<file path="src/sv/hrp_pkg.sv">
// ----------------------------------------------------------------------------
// hrp_pkg
// Shared types and constants for the HTTP request head parser.
// ----------------------------------------------------------------------------
package hrp_pkg;

	localparam int unsigned FifoDepthDefault = 2;
	localparam logic [7:0]  MinLenReset      = 8'd22;

	// One classified request byte, as it travels from front to back
	typedef struct packed {
		logic [7:0] byte_val;
		logic [7:0] lower;
		logic       is_ws;
		logic       is_nl;
		logic       is_uri_start;
		logic       last;
	} hrp_cls_t;

	typedef enum logic [1:0] {
		KIND_NONE = 2'd0,
		KIND_URI  = 2'd1,
		KIND_HOST = 2'd2
	} hrp_kind_t;

	typedef enum logic [1:0] {
		KW_GET  = 2'd0,
		KW_HEAD = 2'd1,
		KW_VER  = 2'd2,
		KW_HKEY = 2'd3
	} hrp_kw_t;

	typedef enum logic [11:0] {
		PH_METHOD   = 12'b0000_0000_0001,
		PH_GET      = 12'b0000_0000_0010,
		PH_HEAD     = 12'b0000_0000_0100,
		PH_SKIP_URI = 12'b0000_0000_1000,
		PH_URI      = 12'b0000_0001_0000,
		PH_SKIP_VER = 12'b0000_0010_0000,
		PH_VERSION  = 12'b0000_0100_0000,
		PH_SKIP_HK  = 12'b0000_1000_0000,
		PH_HOSTKEY  = 12'b0001_0000_0000,
		PH_SKIP_HV  = 12'b0010_0000_0000,
		PH_HOST     = 12'b0100_0000_0000,
		PH_DONE     = 12'b1000_0000_0000
	} hrp_phase_t;

	function automatic logic [3:0] kw_len(input hrp_kw_t sel);
		logic [3:0] n;
		unique case (sel)
			KW_GET:  n = 4'd3;
			KW_HEAD: n = 4'd4;
			KW_VER:  n = 4'd8;
			KW_HKEY: n = 4'd5;
			default: n = 4'd3;
		endcase
		return n;
	endfunction

	// Lower-case keyword letters
	function automatic logic [7:0] kw_char(input hrp_kw_t sel, input logic [2:0] pos);
		logic [7:0] c;
		c = 8'h00;
		unique case (sel)
			KW_GET: begin
				case (pos)
					3'd0:    c = "g";
					3'd1:    c = "e";
					3'd2:    c = "t";
					default: c = 8'h00;
				endcase
			end
			KW_HEAD: begin
				case (pos)
					3'd0:    c = "h";
					3'd1:    c = "e";
					3'd2:    c = "a";
					3'd3:    c = "d";
					default: c = 8'h00;
				endcase
			end
			KW_VER: begin
				case (pos)
					3'd0:    c = "h";
					3'd1:    c = "t";
					3'd2:    c = "t";
					3'd3:    c = "p";
					3'd4:    c = "/";
					3'd5:    c = "1";
					3'd6:    c = ".";
					default: c = "1";
				endcase
			end
			KW_HKEY: begin
				case (pos)
					3'd0:    c = "h";
					3'd1:    c = "o";
					3'd2:    c = "s";
					3'd3:    c = "t";
					3'd4:    c = ":";
					default: c = 8'h00;
				endcase
			end
			default: c = 8'h00;
		endcase
		return c;
	endfunction

endpackage

</file>
<file path="src/sv/hrp_front.sv">
// ----------------------------------------------------------------------------
// hrp_front
// Input side: takes request bytes and classifies them for the parser.
// ----------------------------------------------------------------------------
module hrp_front (
	input  logic           in_valid,
	output logic           in_ready,
	input  logic [7:0]     byte_value,
	input  logic           last_byte,
	output logic           push_valid,
	input  logic           push_ready,
	output hrp_pkg::hrp_cls_t push_item
);
	import hrp_pkg::*;

	always_comb begin
		push_item.byte_val     = byte_value;
		push_item.lower        = (byte_value >= "A" && byte_value <= "Z") ?
		                         (byte_value + 8'd32) : byte_value;
		// space, tab, LF, VT, FF, CR
		push_item.is_ws        = (byte_value == 8'd32) ||
		                         (byte_value >= 8'd9 && byte_value <= 8'd13);
		push_item.is_nl        = (byte_value == 8'd10) || (byte_value == 8'd13);
		push_item.is_uri_start = (byte_value == "/") || (byte_value == "*");
		push_item.last         = last_byte;
	end

	assign push_valid = in_valid;
	assign in_ready   = push_ready;

endmodule

</file>
<file path="src/sv/hrp_fifo.sv">
// ----------------------------------------------------------------------------
// hrp_fifo
// Short queue of classified bytes between front and back.
// ----------------------------------------------------------------------------
module hrp_fifo #(
	parameter int unsigned Depth = hrp_pkg::FifoDepthDefault  // power of two, 2..32
) (
	input  logic              clk,
	input  logic              arst_n,
	input  logic              push_valid,
	output logic              push_ready,
	input  hrp_pkg::hrp_cls_t push_item,
	output logic              pop_valid,
	input  logic              pop_ready,
	output hrp_pkg::hrp_cls_t pop_item
);
	import hrp_pkg::*;

	localparam int unsigned PtrW = $clog2(Depth);
	localparam int unsigned CntW = $clog2(Depth + 1);

	hrp_cls_t        mem_q [Depth];
	logic [PtrW-1:0] wr_ptr_q;
	logic [PtrW-1:0] rd_ptr_q;
	logic [CntW-1:0] count_q;
	logic            push;
	logic            pop;

	assign push_ready = (count_q != CntW'(Depth));
	assign pop_valid  = (count_q != '0);
	assign push       = push_valid && push_ready;
	assign pop        = pop_valid && pop_ready;
	assign pop_item   = mem_q[rd_ptr_q];

	always_ff @(posedge clk) begin
		if (push) begin
			mem_q[wr_ptr_q] <= push_item;
		end
	end

	always_ff @(posedge clk or negedge arst_n) begin
		if (!arst_n) begin
			wr_ptr_q <= '0;
			rd_ptr_q <= '0;
			count_q  <= '0;
		end else begin
			if (push) begin
				wr_ptr_q <= wr_ptr_q + 1'b1;
			end
			if (pop) begin
				rd_ptr_q <= rd_ptr_q + 1'b1;
			end
			if (push && !pop) begin
				count_q <= count_q + 1'b1;
			end else if (pop && !push) begin
				count_q <= count_q - 1'b1;
			end
		end
	end

endmodule

</file>
<file path="src/sv/hrp_back.sv">
// ----------------------------------------------------------------------------
// hrp_back
// Parser state machine and output register: tags each beat and gives the
// verdict on the last byte.
// ----------------------------------------------------------------------------
module hrp_back (
	input  logic              clk,
	input  logic              arst_n,
	input  logic [7:0]        min_len,
	input  logic              pop_valid,
	output logic              pop_ready,
	input  hrp_pkg::hrp_cls_t pop_item,
	output logic              out_valid,
	input  logic              out_ready,
	output logic [7:0]        byte_out,
	output logic [1:0]        byte_kind,
	output logic              frame_end,
	output logic              request_ok,
	output logic              body_wanted
);
	import hrp_pkg::*;

	hrp_phase_t phase_q, phase_n;
	logic [2:0] kpos_q, kpos_n;
	logic [7:0] seen_q, seen_n;
	logic       nl_q, nl_n;
	logic       get_q, get_n;
	logic       rej_q, rej_n;

	logic       out_valid_q;
	logic [7:0] byte_q;
	hrp_kind_t  kind_q;
	logic       end_q;
	logic       ok_q;
	logic       body_q;

	hrp_kind_t  kind;
	logic       completed;
	logic       match_en;
	hrp_kw_t    kw_sel;
	logic [2:0] kw_pos;
	logic [3:0] kw_next;
	logic       len_ok;
	logic       ok;
	logic       body;
	logic       pop;

	assign pop_ready = !out_valid_q || out_ready;
	assign pop       = pop_valid && pop_ready;

	always_comb begin
		phase_n   = phase_q;
		kpos_n    = kpos_q;
		seen_n    = (seen_q == 8'hFF) ? seen_q : seen_q + 8'd1;
		nl_n      = nl_q;
		get_n     = get_q;
		rej_n     = rej_q;
		kind      = KIND_NONE;
		completed = 1'b0;
		match_en  = 1'b0;
		kw_sel    = KW_GET;
		kw_pos    = kpos_q;
		kw_next   = {1'b0, kpos_q} + 4'd1;
		len_ok    = 1'b0;
		ok        = 1'b0;
		body      = 1'b0;

		if (!rej_q) begin
			unique case (phase_q)
				PH_METHOD: begin
					kpos_n = '0;
					if (pop_item.lower == "g") begin
						phase_n = PH_GET;
						kpos_n  = 3'd1;
					end else if (pop_item.lower == "h") begin
						phase_n = PH_HEAD;
						kpos_n  = 3'd1;
					end else begin
						rej_n = 1'b1;
					end
				end
				PH_GET: begin
					match_en = 1'b1;
					kw_sel   = KW_GET;
				end
				PH_HEAD: begin
					match_en = 1'b1;
					kw_sel   = KW_HEAD;
				end
				PH_SKIP_URI: begin
					if (!pop_item.is_ws) begin
						if (pop_item.is_uri_start) begin
							phase_n = PH_URI;
							kind    = KIND_URI;
						end else begin
							rej_n = 1'b1;
						end
					end
				end
				PH_URI: begin
					if (pop_item.is_ws) begin
						phase_n = PH_SKIP_VER;
					end else begin
						kind = KIND_URI;
					end
				end
				PH_SKIP_VER: begin
					if (!pop_item.is_ws) begin
						match_en = 1'b1;
						kw_sel   = KW_VER;
						kw_pos   = '0;
						phase_n  = PH_VERSION;
					end
				end
				PH_VERSION: begin
					match_en = 1'b1;
					kw_sel   = KW_VER;
				end
				PH_SKIP_HK: begin
					if (!pop_item.is_ws) begin
						match_en = 1'b1;
						kw_sel   = KW_HKEY;
						kw_pos   = '0;
						phase_n  = PH_HOSTKEY;
					end
				end
				PH_HOSTKEY: begin
					match_en = 1'b1;
					kw_sel   = KW_HKEY;
				end
				PH_SKIP_HV: begin
					if (pop_item.is_ws) begin
						nl_n = pop_item.is_nl;
					end else if (nl_q) begin
						rej_n = 1'b1;
					end else begin
						phase_n = PH_HOST;
						kind    = KIND_HOST;
					end
				end
				PH_HOST: begin
					if (pop_item.is_ws) begin
						phase_n = PH_DONE;
					end else begin
						kind = KIND_HOST;
					end
				end
				PH_DONE: begin
				end
				default: begin
				end
			endcase

			if (match_en) begin
				kw_next = {1'b0, kw_pos} + 4'd1;
				if (({1'b0, kw_pos} >= kw_len(kw_sel)) ||
				    (pop_item.lower != kw_char(kw_sel, kw_pos))) begin
					rej_n = 1'b1;
				end else if (kw_next >= kw_len(kw_sel)) begin
					kpos_n    = '0;
					completed = 1'b1;
					unique case (kw_sel)
						KW_GET: begin
							get_n   = 1'b1;
							phase_n = PH_SKIP_URI;
						end
						KW_HEAD: phase_n = PH_SKIP_URI;
						KW_VER:  phase_n = PH_SKIP_HK;
						KW_HKEY: begin
							phase_n = PH_SKIP_HV;
							nl_n    = 1'b0;
						end
						default: phase_n = PH_SKIP_URI;
					endcase
				end else begin
					kpos_n = kw_next[2:0];
				end
			end
		end

		if (pop_item.last) begin
			len_ok = (seen_n >= min_len);
			ok     = !rej_n && !completed && len_ok &&
			         ((phase_n == PH_HOST) || (phase_n == PH_DONE) ||
			          ((phase_n == PH_SKIP_HV) && !nl_n));
			body   = get_n && len_ok;
			// back to the start for the next request
			phase_n = PH_METHOD;
			kpos_n  = '0;
			seen_n  = '0;
			nl_n    = 1'b0;
			get_n   = 1'b0;
			rej_n   = 1'b0;
		end
	end

	always_ff @(posedge clk or negedge arst_n) begin
		if (!arst_n) begin
			phase_q     <= PH_METHOD;
			kpos_q      <= '0;
			seen_q      <= '0;
			nl_q        <= 1'b0;
			get_q       <= 1'b0;
			rej_q       <= 1'b0;
			out_valid_q <= 1'b0;
		end else begin
			if (pop) begin
				phase_q <= phase_n;
				kpos_q  <= kpos_n;
				seen_q  <= seen_n;
				nl_q    <= nl_n;
				get_q   <= get_n;
				rej_q   <= rej_n;
			end
			if (pop) begin
				out_valid_q <= 1'b1;
			end else if (out_ready) begin
				out_valid_q <= 1'b0;
			end
		end
	end

	always_ff @(posedge clk) begin
		if (pop) begin
			byte_q <= pop_item.byte_val;
			kind_q <= kind;
			end_q  <= pop_item.last;
			ok_q   <= ok;
			body_q <= body;
		end
	end

	assign out_valid   = out_valid_q;
	assign byte_out    = byte_q;
	assign byte_kind   = kind_q;
	assign frame_end   = end_q;
	assign request_ok  = ok_q;
	assign body_wanted = body_q;

	a_ok_at_end: assert property (@(posedge clk) disable iff (!arst_n)
		out_valid_q && ok_q |-> end_q)
		else $error("verdict set on a beat that is not the last");

	a_body_at_end: assert property (@(posedge clk) disable iff (!arst_n)
		out_valid_q && body_q |-> end_q)
		else $error("body flag set on a beat that is not the last");

	a_kind_legal: assert property (@(posedge clk) disable iff (!arst_n)
		out_valid_q |-> (kind_q == KIND_NONE || kind_q == KIND_URI || kind_q == KIND_HOST))
		else $error("illegal byte kind");

	a_restart: assert property (@(posedge clk) disable iff (!arst_n)
		pop && pop_item.last |=> (phase_q == PH_METHOD) && !rej_q && (seen_q == 8'd0))
		else $error("parser state not cleared after last byte");

endmodule

</file>
<file path="src/sv/http_request_head_parser.sv">
// ----------------------------------------------------------------------------
// http_request_head_parser
// Tags request bytes as URI, host or neither and checks the request head.
// ----------------------------------------------------------------------------
// Path: an accepted byte is written into the queue on the accepting edge,
//   then popped by the parser, whose update is registered into the output
//   register that drives the output ports.
// Throughput: one byte per cycle while out_ready is held high.
// Reset: arst_n clears queue, parser state and output valid;
//   the minimum length register (min_len_q) returns to 22.
module http_request_head_parser #(
	parameter int unsigned FifoDepth = hrp_pkg::FifoDepthDefault
) (
	input  logic       clk,
	input  logic       arst_n,
	input  logic       cfg_valid,
	output logic       cfg_ready,
	input  logic [7:0] cfg_data,
	input  logic       in_valid,
	output logic       in_ready,
	input  logic [7:0] byte_value,
	input  logic       last_byte,
	output logic       out_valid,
	input  logic       out_ready,
	output logic [7:0] byte_out,
	output logic [1:0] byte_kind,
	output logic       frame_end,
	output logic       request_ok,
	output logic       body_wanted
);
	import hrp_pkg::*;

	logic [7:0] min_len_q;
	logic       push_valid;
	logic       push_ready;
	hrp_cls_t   push_item;
	logic       pop_valid;
	logic       pop_ready;
	hrp_cls_t   pop_item;

	assign cfg_ready = 1'b1;

	always_ff @(posedge clk or negedge arst_n) begin
		if (!arst_n) begin
			min_len_q <= MinLenReset;
		end else if (cfg_valid && cfg_ready) begin
			min_len_q <= cfg_data;
		end
	end

	hrp_front u_front (
		.in_valid   (in_valid),
		.in_ready   (in_ready),
		.byte_value (byte_value),
		.last_byte  (last_byte),
		.push_valid (push_valid),
		.push_ready (push_ready),
		.push_item  (push_item)
	);

	hrp_fifo #(
		.Depth (FifoDepth)
	) u_fifo (
		.clk        (clk),
		.arst_n     (arst_n),
		.push_valid (push_valid),
		.push_ready (push_ready),
		.push_item  (push_item),
		.pop_valid  (pop_valid),
		.pop_ready  (pop_ready),
		.pop_item   (pop_item)
	);

	hrp_back u_back (
		.clk         (clk),
		.arst_n      (arst_n),
		.min_len     (min_len_q),
		.pop_valid   (pop_valid),
		.pop_ready   (pop_ready),
		.pop_item    (pop_item),
		.out_valid   (out_valid),
		.out_ready   (out_ready),
		.byte_out    (byte_out),
		.byte_kind   (byte_kind),
		.frame_end   (frame_end),
		.request_ok  (request_ok),
		.body_wanted (body_wanted)
	);

endmodule

</file>
<file path="config.mk">
export PLATFORM = sky130hd
export DESIGN_NAME = http_request_head_parser
export DESIGN_NICKNAME = d
export VERILOG_FILES = /design/src/sv/hrp_pkg.sv /design/src/sv/hrp_front.sv /design/src/sv/hrp_fifo.sv /design/src/sv/hrp_back.sv /design/src/sv/http_request_head_parser.sv
export SDC_FILE = /design/constraint.sdc
export NUM_CORES = 1
export LEC_CHECK = 0
export BUFFER_PORTS_ARGS = -buffer_cell sky130_fd_sc_hd__buf_2
export CELL_PAD_IN_SITES_DETAIL_PLACEMENT = 1
export CELL_PAD_IN_SITES_GLOBAL_PLACEMENT = 2
export CORE_UTILIZATION = 42
export CTS_CLUSTER_DIAMETER = 200
export DETAILED_ROUTE_END_ITERATION = 10
export GPL_TIMING_DRIVEN = 0
export PLACE_DENSITY = 0.93
export SYNTH_ARGS = -nofsm -noshare
export SYNTH_HDL_FRONTEND = slang
export SYNTH_SLANG_ARGS = --single-unit
</file>
<file path="constraint.sdc">
create_clock -name clk -period 10.06 [get_ports clk]
set_input_delay 1.006 -clock clk [delete_from_list [all_inputs] [get_ports clk]]
set_output_delay 1.006 -clock clk [all_outputs]
set_load 0.005 [all_outputs]
</file>
==> results.sh <==
export IMPL_outcome="complete, no violations"
export IMPL_synth_edff_count=43
export IMPL_rsz0062_at_grt="false"
export IMPL_finalMaxSlewViolations=0
export IMPL_io_pins=38
export IMPL_cp_max_fo=10
export IMPL_wl_per_cell_um=19.7
export IMPL_slew_headroom=0.144
export IMPL_clock_sinks=82
export IMPL_p_sw_frac=0.394
export IMPL_ctsHoldBuffers=0
export IMPL_avgSynthCellArea_um2=9.91
export IMPL_seqPwrFrac=0.364
export IMPL_worst_slew_pin_slew_ns=1.28
export IMPL_cts_max_level=3
export IMPL_drc=0
export IMPL_coreArea_um2=12000
export IMPL_ys_warnings_count=0
export IMPL_synth_top_area_share=0.251
export IMPL_cts_buffers=9
export IMPL_setup_viol=0
export IMPL_p_int_mw=0.806
export IMPL_grt_pass1_vias=4449
export IMPL_fin_setup_tns_ns=0
export IMPL_postCtsResizedCells=0
export IMPL_vias=4303
export IMPL_power_density_nw_per_um2=229
export IMPL_syn_area_um2=5150
export IMPL_yosys_area_top_type="edfxtp_1"
export IMPL_critical_path_required_ns=10.22
export IMPL_ys_ff_latch=82
export IMPL_ys_types=77
export IMPL_layout_worst_path_cycle_share=0.614
export IMPL_syn_nets=566
export IMPL_hold_viol_final=0
export IMPL_drtIter0Drc=342
export IMPL_holdWs_ns=0.509
export IMPL_grt_start_max_net_pins=40
export IMPL_synth_flop_cell="edfxtp_1"
export IMPL_overflow=0
export IMPL_postCtsSetupBuffers=0
export IMPL_globalplace_congestion=0.854
export IMPL_fmax_ghz=0.162
export IMPL_synth_seq_area_share=0.441
export IMPL_clock_skew_ns=0.00789
export IMPL_synthCells=520
export IMPL_peakVddDrop_mv=0.145
export IMPL_clock_path_buffers=2
export IMPL_drt_first_pass_iters=5
export IMPL_clk_latency_ns=0.35
export IMPL_die_w_um=113
export IMPL_p_leak_nw=2.40
export IMPL_die_h_um=113
export IMPL_wl_um=14200
export IMPL_cts_root_buf="clkbuf_16"
export IMPL_antenna_found_initial=0
export IMPL_rows=40
export IMPL_hp_class="flip-flop to flip-flop"
export IMPL_startpoint_type="flip-flop"
export IMPL_die_area_um2=12700
export IMPL_cts_clk_slew_worst_paths_ns=0.07
export IMPL_drtAntennaViolNets=0
export IMPL_avgViaCountPerCell=5.98
export IMPL_fin_crit_ns=6.18
export IMPL_cp_end_kind="flip-flop"
export IMPL_syn2layout_area_growth_pct=12.8
export IMPL_async_reset_ff_frac=0.476
export IMPL_final_common_cell="edfxtp_1"
export IMPL_net_switching_power_mw=0.525
export IMPL_clockPowerShare=0.246
export IMPL_io_buffers=36
export IMPL_nets=613
export IMPL_drive_gt1_frac=0.159
export IMPL_arrival_ns=6.35
export IMPL_grt_usage=0.236
export IMPL_maxCapViolCount=0
export IMPL_combinationalPowerShare=0.391
export IMPL_hpwl_um=10400
export IMPL_critPathKind="flip-flop to flip-flop"
export IMPL_grt_pass1_wl_um=23200
export IMPL_insertedDiodeCount=0
export IMPL_synth_area_top_cells="edfxtp_1 (25%), dfrtp_1 (17%), ha_1 (5.8%)"
export IMPL_start_util=0.431
export IMPL_final_cell_mix="edfxtp_1 (43), nor2_1 (39), buf_2 (37), nand2_1 (37), dfrtp_1 (35)"
export IMPL_cts_tree="yes"
per-layer routing:
| layer | vias to the layer above | track usage | routed length (um) |
|---|---|---|---|
| met2 | 101 | 0.396 | 6930 |
| met3 | 23 | 0.0386 | 598 |
| li1 | 2033 | - | - |
| met4 | 0 | 0.0853 | 289 |
| met5 | - | 0 | 0 |
| met1 | 2146 | 0.307 | 6370 |
state kept, by name, indices dropped and copies added (netlist names), 2 cells and up:
register and cells:
u_back.byte_out 8, u_back.byte_kind 2, u_fifo.count_q 2, min_len_q 8
u_back.seen_q 8, u_back.phase_q 12, u_fifo.mem_q 30, u_back.kpos_q 3
synth_stat cells, drive strengths merged (6+ instances only):
master  number
a21o         7
a21oi       23
nand2b      11
edfxtp      43
o21ai       30
inv         32
or2          7
buf         10
a31oi       11
nor3        12
a32o         8
a32oi        6
xnor2       18
nand3       10
nor4        11
mux2         9
mux2i       10
dfrtp       35
nor2        40
or4          9
ha          24
a22o        11
xor2         6
clkbuf      18
nand2       37
critical path, stage by stage (launching register included):
cell	delay, ns
dfrtp_1	0.40
buf_1	0.47
mux2_2	0.49
or3_1	0.32
a2111oi_0	0.81
a32oi_1	0.29
ha_1	0.34
clkbuf_1	0.25
nand2b_1	0.22
a32oi_1	0.19
o311ai_0	0.29
mux2i_1	0.23
o21ai_1	0.08
or4_4	0.45
or4b_4	0.53
o311a_1	0.39
nor4_2	0.23
worst paths after layout:
kind                                  start                 end  slack [ns]  cells past startpoint
max                         u_fifo.rd_ptr_q   u_back.request_ok        3.88                     16
max in group asynchronous            arst_n  u_back.phase_q[11]        8.68                      1
min reg2reg                u_back.out_valid    u_back.out_valid        0.51                      2
min                        u_back.out_valid    u_back.out_valid        0.51                      2
min in group asynchronous            arst_n        min_len_q[0]        0.80                      1
max reg2reg                 u_fifo.rd_ptr_q   u_back.request_ok        3.88                     16
through the flow:
stage / worst slack (ns) / instance area [um2] / std cells / util / power, mW
floorplan: 5.19 / 5150 / 520 / - / 0.831
global placement: 4.03 / 5520 / 703 / 0.461 / 0.978
detailed placement: 3.96 / 5520 / 703 / 0.461 / 1.00
CTS: 3.97 / 5810 / 719 / 0.486 / 1.34
global route: 3.51 / 5810 / 719 / 0.486 / 1.41
finish: 3.88 / 5810 / 719 / 0.486 / 1.33
cell families (layout without fill, tap and decap cells):
group,count (synthesis),in the layout,synth area share
buffers and inverters,63,115,0.0522
xor gates and xnor gates,24,24,0.0408
AOI/OAI and AO/OA,135,135,0.184
other,1,1,0.000728
adders and majority gates,24,24,0.0583
DFF,82,82,0.441
and+or+nand+nor,172,172,0.184
muxes,19,19,0.0391
area by class of cell:
class,count,area (um2)
Clock inverter,7,70.1
Tap cell,147,184
Sequential cell,82,2270
Timing Repair Buffer,36,180
Inverter,35,131
Clock buffer,9,225
Multi-Input combinational cell,375,2610
Fill cell,1356,6150
Buffer,28,138
power groups by stage:
stage	clock network (mW)	registers (mW)	logic, mW
CTS	0.333	0.485	0.518
detailed placement	0	0.489	0.513
global placement	0	0.485	0.493
finish	0.327	0.484	0.520
floorplan	0	0.483	0.348
global route	0.347	0.493	0.568
(Power assumes the default switching activity.)
